===== config.mk =====
export PLATFORM = sky130hd
export DESIGN_NAME = life_automaton_generation_stream_core
export DESIGN_NICKNAME = d
export VERILOG_FILES = /design/src/design/lags_pkg.sv /design/src/design/lags_rule.sv /design/src/design/life_automaton_generation_stream_core.sv
export SDC_FILE = /design/constraint.sdc
export NUM_CORES = 1
export LEC_CHECK = 0
export ABC_CLOCK_PERIOD_IN_PS = 6300
export BUFFER_PORTS_ARGS = -buffer_cell sky130_fd_sc_hd__buf_2
export CELL_PAD_IN_SITES_DETAIL_PLACEMENT = 1
export CELL_PAD_IN_SITES_GLOBAL_PLACEMENT = 2
export CORE_MARGIN = 4
export CORE_UTILIZATION = 42
export DETAILED_ROUTE_END_ITERATION = 8
export GPL_ROUTABILITY_DRIVEN = 0
export PLACE_DENSITY_LB_ADDON = 0.1
export SLEW_MARGIN = 20
export SYNTH_ARGS = -nofsm -noshare
export SYNTH_HDL_FRONTEND = slang
export SYNTH_SLANG_ARGS = --single-unit

===== constraint.sdc =====
create_clock -name clk -period 6.3 [get_ports clk]
set_input_delay 0.63 -clock clk [delete_from_list [all_inputs] [get_ports clk]]
set_output_delay 0.63 -clock clk [all_outputs]
set_load 0.1 [all_outputs]

===== src/design/lags_pkg.sv =====
`timescale 1ns / 1ps
// ----------------------------------------------------------------------------
// lags_pkg
// Shared widths, register indexes, window types and rule constants for the
// Life generation stream core.
// ----------------------------------------------------------------------------
package lags_pkg;

    localparam int DEF_MAX_COLS = 32;
    localparam int DEF_MAX_ROWS = 32;

    localparam int RST_COLS = 32;
    localparam int RST_ROWS = 32;

    localparam int COLS_W     = 6;
    localparam int ROWS_W     = 13;
    localparam int CFG_DATA_W = 13;
    localparam int CFG_IDX_W  = 2;

    localparam int CELL_ROW_W = 12;
    localparam int CELL_COL_W = 6;
    localparam int LIVE_CNT_W = 18;

    localparam logic [CFG_IDX_W-1:0] REG_COLS_IN_USE = 2'd0;
    localparam logic [CFG_IDX_W-1:0] REG_ROWS_IN_USE = 2'd1;

    localparam int NBR_W = 4;
    localparam logic [NBR_W-1:0] BIRTH_COUNT   = 4'd3;
    localparam logic [NBR_W-1:0] SURVIVE_COUNT = 4'd2;

    // One window column: [0] upper row, [1] middle row, [2] lower row.
    typedef logic [2:0] col_t;
    // 3x3 window: [0] left column, [1] centre column, [2] right column.
    typedef col_t [2:0] win_t;

endpackage


===== src/design/lags_rule.sv =====
`timescale 1ns / 1ps
// ----------------------------------------------------------------------------
// lags_rule
// B3/S23 evaluation of the centre cell of a 3x3 neighbourhood window.
// ----------------------------------------------------------------------------
module lags_rule (
    input  lags_pkg::win_t win,
    output logic           alive
);
    import lags_pkg::*;

    logic [NBR_W-1:0] nbr_count;

    always_comb
    begin
        nbr_count = '0;
        for (int x = 0; x < 3; x++)
        begin
            for (int y = 0; y < 3; y++)
            begin
                if (!(x == 1 && y == 1))
                begin
                    nbr_count = nbr_count + NBR_W'(win[x][y]);
                end
            end
        end
    end

    assign alive = (nbr_count == BIRTH_COUNT) ||
                   (win[1][1] && (nbr_count == SURVIVE_COUNT));

endmodule


===== src/design/life_automaton_generation_stream_core.sv =====
`timescale 1ns / 1ps
// ----------------------------------------------------------------------------
// life_automaton_generation_stream_core
// Next generation of a Conway B3/S23 grid, streamed one cell at a time.
// ----------------------------------------------------------------------------
// Usage:
//   Input channel (in_valid/in_ready, cell_alive) takes the current
//   generation in raster order, one cell per transaction, row by row.
//   Output channel (out_valid/out_ready) gives one next-generation cell per
//   transaction with its row and column; frame_last marks the final cell of
//   the frame, which also carries frame_live_count.
//   Configuration writes (cfg_write, cfg_index, cfg_data) set the columns and
//   rows in use; a write to either register restarts the frame.
//   Throughput: one cell per cycle while out_ready is high and no flush runs.
//   A cell's result leaves once the cell diagonally below-right (for the last
//   column, the first cell two rows down) has been accepted. After the last
//   cell of a frame in_ready stays low while zero padding is fed through the
//   line stores to flush the remaining results, which adds frame overhead.
//   Latency is set by the line-store read register and the output register.
//   Out_ready low holds the output register; the cell stage then holds and
//   in_ready drops, without loss. Reset sets 32 x 32 (clamped to the
//   parameters) and restarts the frame; line stores are not cleared.
// ----------------------------------------------------------------------------
module life_automaton_generation_stream_core #(
    parameter int MAX_COLS = lags_pkg::DEF_MAX_COLS,
    parameter int MAX_ROWS = lags_pkg::DEF_MAX_ROWS
) (
    input  logic                               clk,
    input  logic                               rst_n,
    input  logic                               cfg_write,
    input  logic [lags_pkg::CFG_IDX_W-1:0]     cfg_index,
    input  logic [lags_pkg::CFG_DATA_W-1:0]    cfg_data,
    input  logic                               in_valid,
    output logic                               in_ready,
    input  logic                               cell_alive,
    output logic                               out_valid,
    input  logic                               out_ready,
    output logic                               next_alive,
    output logic [lags_pkg::CELL_ROW_W-1:0]    cell_row,
    output logic [lags_pkg::CELL_COL_W-1:0]    cell_col,
    output logic                               frame_last,
    output logic [lags_pkg::LIVE_CNT_W-1:0]    frame_live_count
);
    import lags_pkg::*;

    localparam int COL_IDX_W = $clog2(MAX_COLS);
    localparam int ROW_IDX_W = $clog2(MAX_ROWS);
    localparam int ROW_CNT_W = $clog2(MAX_ROWS + 2);
    localparam int COL_LAST_RST = ((RST_COLS > MAX_COLS) ? MAX_COLS : RST_COLS) - 1;
    localparam int ROW_LAST_RST = ((RST_ROWS > MAX_ROWS) ? MAX_ROWS : RST_ROWS) - 1;

    // configuration
    logic [COL_IDX_W-1:0] col_last_reg;
    logic [ROW_IDX_W-1:0] row_last_reg;
    logic                 cfg_hit;
    logic [COLS_W-1:0]    cols_val;
    logic [ROWS_W-1:0]    rows_val;
    logic [COL_IDX_W-1:0] col_last_next;
    logic [ROW_IDX_W-1:0] row_last_next;

    // issue position
    logic [ROW_CNT_W-1:0] pos_row_reg;
    logic [COL_IDX_W-1:0] pos_col_reg;
    logic                 flush_reg;
    logic                 issue;
    logic                 issue_bit;
    logic                 last_real;
    logic                 fin_step;
    logic                 at_row_end;

    // cell stage
    logic                 s1_valid_reg;
    logic                 s1_bit_reg;
    logic [ROW_CNT_W-1:0] s1_row_reg;
    logic [COL_IDX_W-1:0] s1_col_reg;
    logic                 s1_fin_reg;
    logic                 s1_emit;
    logic                 s1_go;
    logic                 slot_free;
    logic                 out_free;
    logic                 s1_first_col;

    // line stores: [1] upper, [0] middle
    logic [1:0]           line_mem [MAX_COLS];
    logic [1:0]           mem_rd_reg;
    logic                 byp_valid_reg;
    logic [1:0]           byp_data_reg;
    logic [1:0]           rd_eff;
    logic [1:0]           wr_data;

    // window and rule
    win_t                 win_reg;
    win_t                 eval_win;
    col_t                 new_col;
    logic                 rule_alive;
    logic [ROW_CNT_W-1:0] ctr_row;
    logic [COL_IDX_W-1:0] ctr_col;

    // tally and output
    logic [LIVE_CNT_W-1:0] tally_reg;
    logic [LIVE_CNT_W-1:0] tally_sum;
    logic                  out_valid_reg;
    logic                  next_alive_reg;
    logic [CELL_ROW_W-1:0] cell_row_reg;
    logic [CELL_COL_W-1:0] cell_col_reg;
    logic                  frame_last_reg;
    logic [LIVE_CNT_W-1:0] live_count_reg;

    // configuration decode, clamped to the grid limits
    assign cfg_hit  = cfg_write &&
                      ((cfg_index == REG_COLS_IN_USE) || (cfg_index == REG_ROWS_IN_USE));
    assign cols_val = cfg_data[COLS_W-1:0];
    assign rows_val = cfg_data[ROWS_W-1:0];

    always_comb
    begin
        if (cols_val == '0)
        begin
            col_last_next = '0;
        end
        else if (cols_val > COLS_W'(MAX_COLS))
        begin
            col_last_next = COL_IDX_W'(MAX_COLS - 1);
        end
        else
        begin
            col_last_next = COL_IDX_W'(cols_val - COLS_W'(1));
        end

        if (rows_val == '0)
        begin
            row_last_next = '0;
        end
        else if (rows_val > ROWS_W'(MAX_ROWS))
        begin
            row_last_next = ROW_IDX_W'(MAX_ROWS - 1);
        end
        else
        begin
            row_last_next = ROW_IDX_W'(rows_val - ROWS_W'(1));
        end
    end

    always_ff @(posedge clk or negedge rst_n)
    begin
        if (!rst_n)
        begin
            col_last_reg <= COL_IDX_W'(COL_LAST_RST);
            row_last_reg <= ROW_IDX_W'(ROW_LAST_RST);
        end
        else if (cfg_write)
        begin
            if (cfg_index == REG_COLS_IN_USE)
            begin
                col_last_reg <= col_last_next;
            end
            else if (cfg_index == REG_ROWS_IN_USE)
            begin
                row_last_reg <= row_last_next;
            end
        end
    end

    // centre of the cell stage; first column closes the previous row
    assign s1_first_col = (s1_col_reg == '0);
    assign ctr_row      = s1_first_col ? (s1_row_reg - ROW_CNT_W'(2))
                                       : (s1_row_reg - ROW_CNT_W'(1));
    assign ctr_col      = s1_first_col ? col_last_reg : (s1_col_reg - COL_IDX_W'(1));
    assign s1_emit      = s1_first_col ? (s1_row_reg >= ROW_CNT_W'(2))
                                       : (s1_row_reg >= ROW_CNT_W'(1));

    assign out_free  = !out_valid_reg || out_ready;
    assign s1_go     = s1_valid_reg && (!s1_emit || out_free);
    assign slot_free = !s1_valid_reg || s1_go;

    assign in_ready  = slot_free && !flush_reg;
    assign issue     = flush_reg ? slot_free : (in_valid && in_ready);
    assign issue_bit = flush_reg ? 1'b0 : cell_alive;

    assign at_row_end = (pos_col_reg == col_last_reg);
    assign last_real  = !flush_reg && at_row_end &&
                        (pos_row_reg == ROW_CNT_W'(row_last_reg));
    assign fin_step   = flush_reg && (pos_col_reg == '0) &&
                        (pos_row_reg == (ROW_CNT_W'(row_last_reg) + ROW_CNT_W'(2)));

    always_ff @(posedge clk or negedge rst_n)
    begin
        if (!rst_n)
        begin
            pos_row_reg  <= '0;
            pos_col_reg  <= '0;
            flush_reg    <= 1'b0;
            s1_valid_reg <= 1'b0;
        end
        else if (cfg_hit)
        begin
            pos_row_reg  <= '0;
            pos_col_reg  <= '0;
            flush_reg    <= 1'b0;
            s1_valid_reg <= 1'b0;
        end
        else
        begin
            if (issue)
            begin
                s1_valid_reg <= 1'b1;
                if (fin_step)
                begin
                    pos_row_reg <= '0;
                    pos_col_reg <= '0;
                    flush_reg   <= 1'b0;
                end
                else
                begin
                    if (at_row_end)
                    begin
                        pos_col_reg <= '0;
                        pos_row_reg <= pos_row_reg + ROW_CNT_W'(1);
                    end
                    else
                    begin
                        pos_col_reg <= pos_col_reg + COL_IDX_W'(1);
                    end
                    flush_reg <= flush_reg || last_real;
                end
            end
            else if (s1_go)
            begin
                s1_valid_reg <= 1'b0;
            end
        end
    end

    always_ff @(posedge clk)
    begin
        if (issue)
        begin
            s1_bit_reg    <= issue_bit;
            s1_row_reg    <= pos_row_reg;
            s1_col_reg    <= pos_col_reg;
            s1_fin_reg    <= fin_step;
            byp_valid_reg <= s1_valid_reg && (s1_col_reg == pos_col_reg);
            byp_data_reg  <= wr_data;
        end
    end

    // line stores, one registered read and one write per cycle
    always_ff @(posedge clk)
    begin
        if (issue)
        begin
            mem_rd_reg <= line_mem[pos_col_reg];
        end
    end

    always_ff @(posedge clk)
    begin
        if (s1_go)
        begin
            line_mem[s1_col_reg] <= wr_data;
        end
    end

    assign rd_eff  = byp_valid_reg ? byp_data_reg : mem_rd_reg;
    assign wr_data = {rd_eff[0], s1_bit_reg};

    // rows above the grid read as dead
    assign new_col[0] = rd_eff[1] && (s1_row_reg >= ROW_CNT_W'(2));
    assign new_col[1] = rd_eff[0] && (s1_row_reg >= ROW_CNT_W'(1));
    assign new_col[2] = s1_bit_reg;

    assign eval_win[0] = win_reg[1];
    assign eval_win[1] = win_reg[2];
    assign eval_win[2] = s1_first_col ? col_t'(3'b000) : new_col;

    always_ff @(posedge clk)
    begin
        if (s1_go)
        begin
            win_reg[0] <= s1_first_col ? col_t'(3'b000) : win_reg[1];
            win_reg[1] <= s1_first_col ? col_t'(3'b000) : win_reg[2];
            win_reg[2] <= new_col;
        end
    end

    lags_rule u_rule (
        .win   (eval_win),
        .alive (rule_alive)
    );

    assign tally_sum = tally_reg + LIVE_CNT_W'(rule_alive);

    always_ff @(posedge clk or negedge rst_n)
    begin
        if (!rst_n)
        begin
            tally_reg     <= '0;
            out_valid_reg <= 1'b0;
        end
        else
        begin
            if (cfg_hit)
            begin
                tally_reg <= '0;
            end
            else if (s1_go && s1_emit)
            begin
                tally_reg <= s1_fin_reg ? '0 : tally_sum;
            end

            if (s1_go && s1_emit)
            begin
                out_valid_reg <= 1'b1;
            end
            else if (out_ready)
            begin
                out_valid_reg <= 1'b0;
            end
        end
    end

    always_ff @(posedge clk)
    begin
        if (s1_go && s1_emit)
        begin
            next_alive_reg <= rule_alive;
            cell_row_reg   <= CELL_ROW_W'(ctr_row);
            cell_col_reg   <= CELL_COL_W'(ctr_col);
            frame_last_reg <= s1_fin_reg;
            live_count_reg <= s1_fin_reg ? tally_sum : '0;
        end
    end

    assign out_valid        = out_valid_reg;
    assign next_alive       = next_alive_reg;
    assign cell_row         = cell_row_reg;
    assign cell_col         = cell_col_reg;
    assign frame_last       = frame_last_reg;
    assign frame_live_count = live_count_reg;

endmodule

Word-level counts from Yosys, hierarchy flattened

Memory sizes are Yosys's and may differ from the RTL's. A register that Yosys moved wholly into a read port is not among the register bits.
Index checks and enable logic that the tools add are counted.

Register bits after elaboration: 95
Output and inout bits: 40
Memories: 1
Bits in writable memories: 64

Eq/ne operators: 7
Bitwise gates (word level): 1
Order comparisons: 4
Add/sub/neg operators: 16
Muxes and demuxes: 31
Reduce and logical (&&, ||, !) cells: 36

Memories:

| memory   | depth | width | read ports | clocked after memory_dff | write ports | line                                        | RTL |
|---|---|---|---|---|---|---|---|
| line_mem | 32    | 2     | 1          | 1                        | 1           | life_automaton_generation_stream_core.sv:84 | `logic [1:0] line_mem [MAX_COLS];` |

Operators by type and width:

| kind                                                                  | number |
|---|---|
| 18-bit two-way mux                                                    | 3 |
| 5-bit two-way mux                                                     | 9 |
| 6-bit two-way mux                                                     | 5 |
| 4-bit by 1-bit adder with 4-bit output                                | 6 |
| 18-bit by 1-bit adder with 18-bit output                              | 1 |
| 5-bit by 1-bit subtractor with 5-bit output, second input constant    | 3 |
| 13-bit by 6-bit > comparator with 1-bit output, second input constant | 1 |
| 1-bit logical AND                                                     | 13 |
| 13-bit logical NOT                                                    | 1 |
| 1-bit two-way mux                                                     | 12 |
| 5-bit == test                                                         | 2 |
| 5-bit logical NOT                                                     | 2 |
| 4-bit by 2-bit == test with 1-bit output, second input constant       | 2 |
| 5-bit by 2-bit adder with 6-bit output, second input constant         | 1 |
| 6-bit by 1-bit adder with 6-bit output, second input constant         | 1 |
| 6-bit by 5-bit == test with 1-bit output                              | 1 |
| 6-bit == test                                                         | 1 |
| 6-bit by 1-bit >= comparator with 1-bit output, second input constant | 1 |
| 6-bit by 2-bit >= comparator with 1-bit output, second input constant | 1 |
| 6-bit > comparator, second input constant                             | 1 |
| 6-bit logical NOT                                                     | 1 |
| 1-bit logical OR                                                      | 6 |
| 2-bit nonzero test                                                    | 3 |
| 3-bit nonzero test                                                    | 2 |
| other kinds (12)                                                      | 16 |

Depth between registers and ports, before layout

Gate-level depths: netlist of the first run.

Depth in word-level cells: 14
Gate-level depth with buffers: 20

Hierarchy

From an unflattened synthesis of the first run, not the netlist that was laid out.

Cell total of the unflattened synthesis: 649
Area total of the unflattened synthesis: 7925.1 um2

By module, submodules not included:

| module                                | cells an instance | area each (um2) | sequential area each (um2) | times used |
|---|---|---|---|---|
| life_automaton_generation_stream_core | 626               | 7739.9          | 4636.9                     | 1 |
| lags_rule                             | 23                | 185.2           | 0.0                        | 1 |

Worst setup path before layout of the first run

Ideal clock, no wire load.

Path type: reg-to-reg
Start: register s1_col_reg[0]
End: register live_count_reg[16], in the netlist frame_live_count[16], data pin
Data required time: 6045 ps
Period minus slack after synthesis: 5246 ps
Library setup time: 255 ps
Stages on the path, launching flop included: 20
Arrival time: 4992 ps
Buffers on the path: 2
Slack: 1054 ps
Path through: edfxtp_1 inv_1 ha_1 or4b_1 buf_2 clkbuf_1 nand2_1 fa_1 fa_1 fa_1 nor3_1 mux2i_1 nor3_1 ha_1 ha_1 nand3_1 nor4_1 nand3_1 xnor2_1 and2_1

Cells in the longest elaborated chain, start to end: 9

RTL lines:

| element                                             | line                                         | RTL |
|---|---|---|
| start: declaration                                  | life_automaton_generation_stream_core.sv:75  | `logic [COL_IDX_W-1:0] s1_col_reg;` |
| start signal: assignment                            | life_automaton_generation_stream_core.sv:240 | `s1_col_reg <= pos_col_reg;` |
| 5-bit logical NOT *                                 | life_automaton_generation_stream_core.sv:165 | `assign s1_first_col = (s1_col_reg == '0);` |
| 3-bit two-way mux *                                 | life_automaton_generation_stream_core.sv:274 | `assign eval_win[2] = s1_first_col ? col_t'(3'b000) : new_col;` |
| 4-bit by 1-bit adder with 4-bit output (2 in a row) | lags_rule.sv:23                              | `nbr_count = nbr_count + NBR_W'(win[x][y]);` |
| 4-bit by 1-bit adder with 4-bit output *            | lags_rule.sv:23                              |  |
| 4-bit by 2-bit == test with 1-bit output            | lags_rule.sv:30                              | `(win[1][1] && (nbr_count == SURVIVE_COUNT));` |
| 1-bit logical AND                                   | lags_rule.sv:30                              |  |
| 1-bit logical OR *                                  | lags_rule.sv:29                              | `assign alive = (nbr_count == BIRTH_COUNT) \|\|` |
| via rule_alive                                      | life_automaton_generation_stream_core.sv:95  | `logic rule_alive;` |
| 18-bit by 1-bit adder with 18-bit output *          | life_automaton_generation_stream_core.sv:291 | `assign tally_sum = tally_reg + LIVE_CNT_W'(rule_alive);` |
| end signal: assignment                              | life_automaton_generation_stream_core.sv:330 | `live_count_reg <= s1_fin_reg ? tally_sum : '0;` |
| end: declaration                                    | life_automaton_generation_stream_core.sv:107 | `logic [LIVE_CNT_W-1:0] live_count_reg;` |

The timed path passes the listed nets; every way through them passes the cells marked *.
A chain may end at the register's enable or synchronous reset.

Worst setup path in the final report of the first run

Ends and elaborated chain as after synthesis.

==> run metrics, run 1 <==
post-DR vias/cell=5.535; Total GRT Usage=0.1856; Hold/Removal Path Class=in2async; Vias=5125; DIE AREA=0.02127 mm^2; largest net degree at the start of global routing=43; Finished Core Util=0.4821; post-route DRC violation count=0; largest area contributor in the netlist=edfxtp_1; register area share after synthesis=0.5811; antenna-violating nets left=0; row count=50; leak pwr=3.312 nW; clock-pin slew on the worst setup and hold paths=0.06 ns; final setup TNS=0 ns; chip width=approximately 150 um; I/O Buffers=53; CTS tree=built; clk sinks=around 160; crit end category=flip-flop; commonest non-fill, non-tap cell in the layout=edfxtp_1; Flop pwr share=0.437; Clock Path Buffers=2; Mapped Area=roughly 0.008 mm^2; Synth async-reset ratio=0.2609; initial antenna violation count=0; Yosys cell types=68; CTS Hold Bufs=0; Worst VDD drop=about 0.19 mV; Net Sw Frac=0.3386; Post-CTS Setup Bufs=0; run status=finished clean; P&R area growth vs syn=13.01%; Routed Wire Length=18780 um; First-pass DRT Iterations=4; unrepaired setup endpoints after global routing=no; fillers=1940; clock insertion delay at the later pin of the skew report=roughly 0.43 ns; Max Clk Rate=183.3 MHz; mean routed wirelength per cell=between 20 and 25 um; pins over their slew limit=0; synth warn=0; final setup vio count=0; htree depth=4; fraction of layout cells with a size suffix above 1=0.2081; number of diodes=0; initial DRC count=282; commonest non-fill, non-tap cells in the layout=119 x edfxtp_1, 62 x nor2_1, 52 x buf_2, 32 x dfrtp_1, 29 x nand2_1; Comb pwr share=0.263; Arrival @ worst endpoint=between 5 and 6 ns; nets=724; Root Buffer=clkbuf_16; Rel. slew slack=0.2813; Inserted Clock Buffers=17; Final min period=5.457 ns; Final Cycle Share=0.8661; worst-path maximum fanout=6; vias in the first global route=5582; Switch Pwr=about 0.0011 W; mean post-synth cell area=12.71 um^2; IO Pins=61; max FFs per register=64; area of the multi-input gates=0.003090 mm^2; cells after synthesis=~630; Pint=0.002180 W; Post-synth EDFFs=119; number of max-cap violations=0; Hold Violations, Final=0; Worst-Margin Slew=1.078 ns; first-pass GRT wire length=30990 um; Worst Skew=0.008939 ns; CP Launch Type=flip-flop; area occupied by registers=0.004637 mm^2; core area=0.01871 mm^2; prevailing post-synth register cell=edfxtp_1; Post-DP HPWL=13040 um; Remaining Overflow, GRT=0; Clock Power Share=0.300; WS Path Type=reg2reg; Critical Path RT=6.49 ns; top post-synthesis cells by area=edfxtp_1 45%, dfrtp_1 10%, mux4_2 5.6%, dfstp_2 3.3%, ha_1 3.1%; pwr dens=365.4 mW/mm^2; initial core utilization=0.4266; Vert. Die Dim=145.8 um; Synth top area share=0.4478; synthesis-stage register bit count=161; post-CTS sizing=0
[per-stage QoR]
step,setup WS [ns],cells,area (um^2),total power [W],hold WS (ns)
after floorplan,1.054,634,8003,0.002101,0.3344
after global placement,0.9929,894,8452,0.002318,0.5048
after detailed placement,0.8205,894,8452,0.002342,0.5068
after CTS,0.8163,926,9010,0.003337,0.4263
after global routing,0.3423,926,9019,0.003476,0.2408
final,0.8434,926,9019,0.003296,0.2100
[worst paths after layout]
kind	endpoint	slack, ns	cells past startpoint	from
min	tally_reg[3]	0.21	1	rst_n
min in group clk	tally_reg[0]	0.53	1	tally_reg[0]
max	frame_live_count[16]	0.84	17	s1_col_reg[0]
max reg2reg	frame_live_count[16]	0.84	17	s1_col_reg[0]
min reg2reg	tally_reg[0]	0.53	1	tally_reg[0]
max in group asynchronous	pos_col_reg[4]	5.68	1	rst_n
[cells in the mapped netlist, types with 6 or more instances]
cell	instances
a21oi_1	20
edfxtp_1	119
mux4_2	20
ha_1	20
mux2i_1	7
a31oi_1	14
nor3_1	12
nand2_1	29
xnor2_1	24
inv_1	25
dfrtp_1	32
clkbuf_1	17
o21ai_0	17
buf_4	8
nand3_1	24
nand3b_1	8
nor4_1	6
xor2_1	18
mux2_2	6
nor2b_1	7
nor2_1	62
and2_1	23
nand4_1	13
dfstp_2	10
[cells by family after synthesis]
logic type,after synthesis,share of synthesized area
simple gates,219,0.1502
flops,161,0.5811
compound gates,84,0.07056
buf+inv,63,0.03528
xor+xnor,42,0.04610
mux,33,0.07369
fa+ha+maj,25,0.04265
other cells,1,0.0004699
[routing by layer]
layer,GRT usage,routed length (um)
met5,0,0
met4,0.05271,239
met3,0.04360,601
met2,0.3077,9320
met1,0.2453,8615
[final cells by class]
cell class | count | area share
timing repair buffer | 63 | 0.03801
sequential | 161 | 0.5142
tap | 234 | 0.03246
clock buffer | 22 | 0.04925
multi-input combinational | 410 | 0.3427
inverter | 26 | 0.01082
clock inverter | 10 | 0.01262
[worst max-delay path: stages (launching register included)]
cell and delay, ns:
edfxtp_1 0.49, inv_1 0.16, ha_1 0.25, or4b_1 0.51
nand2_1 0.12, fa_1 0.44, fa_1 0.45, fa_1 0.40
nor3_1 0.18, mux2i_1 0.09, nor3_1 0.24, ha_1 0.25
ha_1 0.25, nand3_1 0.20, nor4_1 0.63, nand3_1 0.24
xnor2_1 0.16, and2_1 0.15
[power by group through the flow]
| stage | clock network (W) | registers, W | logic (W) |
|---|---|---|---|
| floorplan | 0 | 0.00157 | 0.000530 |
| global placement | 0 | 0.00146 | 0.000860 |
| detailed placement | 0 | 0.00146 | 0.000878 |
| CTS | 0.00101 | 0.00144 | 0.000883 |
| global route | 0.00106 | 0.00146 | 0.000953 |
| finish | 0.000989 | 0.00144 | 0.000867 |
Note: power is estimated with default switching activity, not from simulation.
==> inputs of run 2 (changes only) <==
--- a/config.mk
+++ b/config.mk
@@ -9,11 +9,13 @@
 export BUFFER_PORTS_ARGS = -buffer_cell sky130_fd_sc_hd__buf_2
 export CELL_PAD_IN_SITES_DETAIL_PLACEMENT = 1
 export CELL_PAD_IN_SITES_GLOBAL_PLACEMENT = 2
-export CORE_MARGIN = 4
+export CORE_MARGIN = 2
 export CORE_UTILIZATION = 42
+export CTS_CLUSTER_DIAMETER = 150
 export DETAILED_ROUTE_END_ITERATION = 8
 export GPL_ROUTABILITY_DRIVEN = 0
 export PLACE_DENSITY_LB_ADDON = 0.1
+export SKIP_CTS_REPAIR_TIMING = 1
 export SLEW_MARGIN = 20
 export SYNTH_ARGS = -nofsm -noshare
 export SYNTH_HDL_FRONTEND = slang
==> run 2 against run 1 <==
Critical path type unchanged. Clock skew about the same. Hold slack got worse by 0.0084 ns. Clock-buffer cell count decreased by 4. Via count increased by 1.8%. Critical path depth increased by 2.
==> run metrics, run 2 (synthesized netlist as in run 1, its figures left out) <==
run status=finished clean; largest net degree at the start of global routing=43; Inserted Clock Buffers=17; commonest non-fill, non-tap cell in the layout=edfxtp_1; core area=between 0.015 and 0.02 mm^2; Post-DP HPWL=12900 um; Worst-Margin Slew=1.119 ns; Total GRT Usage=0.2043; worst-path maximum fanout=17; CP delay by family, top=adder cells; nets=728; first-pass GRT wire length=31370 um; pins over their slew limit=0; highest metal used=met5; htree depth=4; initial core utilization=0.4266; slowest cell delay on critical path=0.49 ns; Switch Pwr=0.001166 W; Clock Path Buffers=2; post-route DRC violation count=0; post-DR vias/cell=approximately 5.6; Post-DP Area=roughly 0.0085 mm^2; final setup vio count=0; initial DRC count=around 350; IO Pins=61; Final min period=roughly 5.4 ns; Max Clk Rate=184.5 MHz; number of max-cap violations=0; Net Sw Frac=0.3512; final setup TNS=0 ns; DIE AREA=0.02012 mm^2; Worst Skew=between 0.009 and 0.01 ns; design area=0.009050 mm^2; row count=50; mean routed wirelength per cell=20.68 um; Final Cycle Share=0.8603; Root Buffer=clkbuf_16; wire length on met2=9526 um; fraction of layout cells with a size suffix above 1=0.2170; Bufs and invs on worst path=3; pre-CTS setup slack=between 0.9 and 1 ns; pwr dens=367.0 mW/mm^2; Rel. slew slack=0.2539; critical path cell sequence=inv_1 > ha_1 > or4b_1 > buf_4 > nand2_1 > fa_1 > fa_1 > fa_1 > nor3_1 > mux2i_1 > nor3_1 > ha_1 > ha_1 > nand3_1 > nor4_1 > buf_4 > nand3_1 > xnor2_1 > and2_1; Routed Wire Length=19240 um; Hold/Removal Path Class=in2async; I/O Buffers=53; First-pass DRT Iterations=4; fillers=1958; clk sinks=between 150 and 200; clock-pin slew on the worst setup and hold paths=0.07 ns; Remaining Overflow, GRT=0; Final Worst Setup Slack=0.8799 ns; Critical Path RT=between 6 and 7 ns; Worst VDD drop=0.2411 mV; CP Launch Type=flip-flop; CTS tree=built; vias in the first global route=5534; chip width=141.8 um; crit end category=flip-flop; clock insertion delay at the later pin of the skew report=0.43 ns; number of diodes=0; met3 WL=508 um; Finished Core Util=0.4838; max FFs per register=64; leak pwr=3.345 nW; commonest non-fill, non-tap cells in the layout=119 x edfxtp_1, 62 x nor2_1, 52 x buf_2, 32 x dfrtp_1, 29 x nand2_1; Clock Power Share=0.299; WS Path Type=reg2reg; Flop pwr share=0.431; initial antenna violation count=1; Pint=0.002155 W; Vert. Die Dim=roughly 140 um; unrepaired setup endpoints after global routing=no; Comb pwr share=0.269; Arrival @ worst endpoint=5.60 ns; P&R area growth vs syn=13.41%; Hold Violations, Final=0; slowest cell on the critical path=edfxtp_1; Vias=5219; Metal-1 WL=8947 um; antenna-violating nets left=0
run 2: cell count changes in the layout (fill, tap and decap cells not counted), moves of 2 or more:
cell	delta
clkbuf_1	-4
clkinvlp_4	-2
inv_6	+3
buf_4	+4
inv_8	+2
run 2: layout make-up:
class	instances	area, um^2	share of cell area
Timing Repair Buffer	67	372.9	0.04120
Clock inverter	14	130.1	0.01438
Tap cell	234	292.8	0.03235
Multi-Input combinational cell	410	3090	0.3415
Sequential cell	161	4637	0.5124
Clock buffer	18	429.2	0.04742
Inverter	26	97.59	0.01078
run 2: worst reg2reg max path, cell delays in order (launching register included):
cell	delay, ns
edfxtp_1	0.49
inv_1	0.16
ha_1	0.25
or4b_1	0.46
buf_4	0.22
nand2_1	0.11
fa_1	0.45
fa_1	0.45
fa_1	0.40
nor3_1	0.19
mux2i_1	0.09
nor3_1	0.27
ha_1	0.25
ha_1	0.23
nand3_1	0.21
nor4_1	0.32
buf_4	0.18
nand3_1	0.13
xnor2_1	0.15
and2_1	0.15
run 2: stage by stage:
step,total power [W],hold WS [ns],instances
6_report,0.003321,0.2016,930
3_3_place_gp,0.002322,0.5032,898
5_1_grt,0.003482,0.2440,930
3_5_place_dp,0.002354,0.5225,898
4_1_cts,0.003353,0.4195,930
2_1_floorplan,0.002101,0.3344,634
run 2: path summary, 6_finish.rpt:
path                                from              endpoint  cells past startpoint  slack (ns)
min in group clk            tally_reg[0]          tally_reg[0]                      1        0.52
hold / removal                     rst_n          tally_reg[3]                      1        0.20
hold reg to reg             tally_reg[0]          tally_reg[0]                      1        0.52
setup reg to reg           s1_col_reg[0]  frame_live_count[16]                     19        0.88
max in group asynchronous          rst_n             flush_reg                      1        5.68
setup / recovery           s1_col_reg[0]  frame_live_count[16]                     19        0.88
run 2: power by group through the flow:
stage | logic (W) | clock network [W] | registers, W
after global routing | 0.000976 | 0.00106 | 0.00145
after floorplan | 0.000530 | 0 | 0.00157
after detailed placement | 0.000899 | 0 | 0.00146
after global placement | 0.000875 | 0 | 0.00145
final | 0.000895 | 0.000994 | 0.00143
after CTS | 0.000905 | 0.00101 | 0.00143
run 2: per-layer routing:
metal | vias to the layer above | global-route usage
met5 | - | 0
met4 | 2 | 0.06368
met3 | 21 | 0.03375
met2 | 91 | 0.3401
met1 | 2688 | 0.2762
li1 | 2417 | -
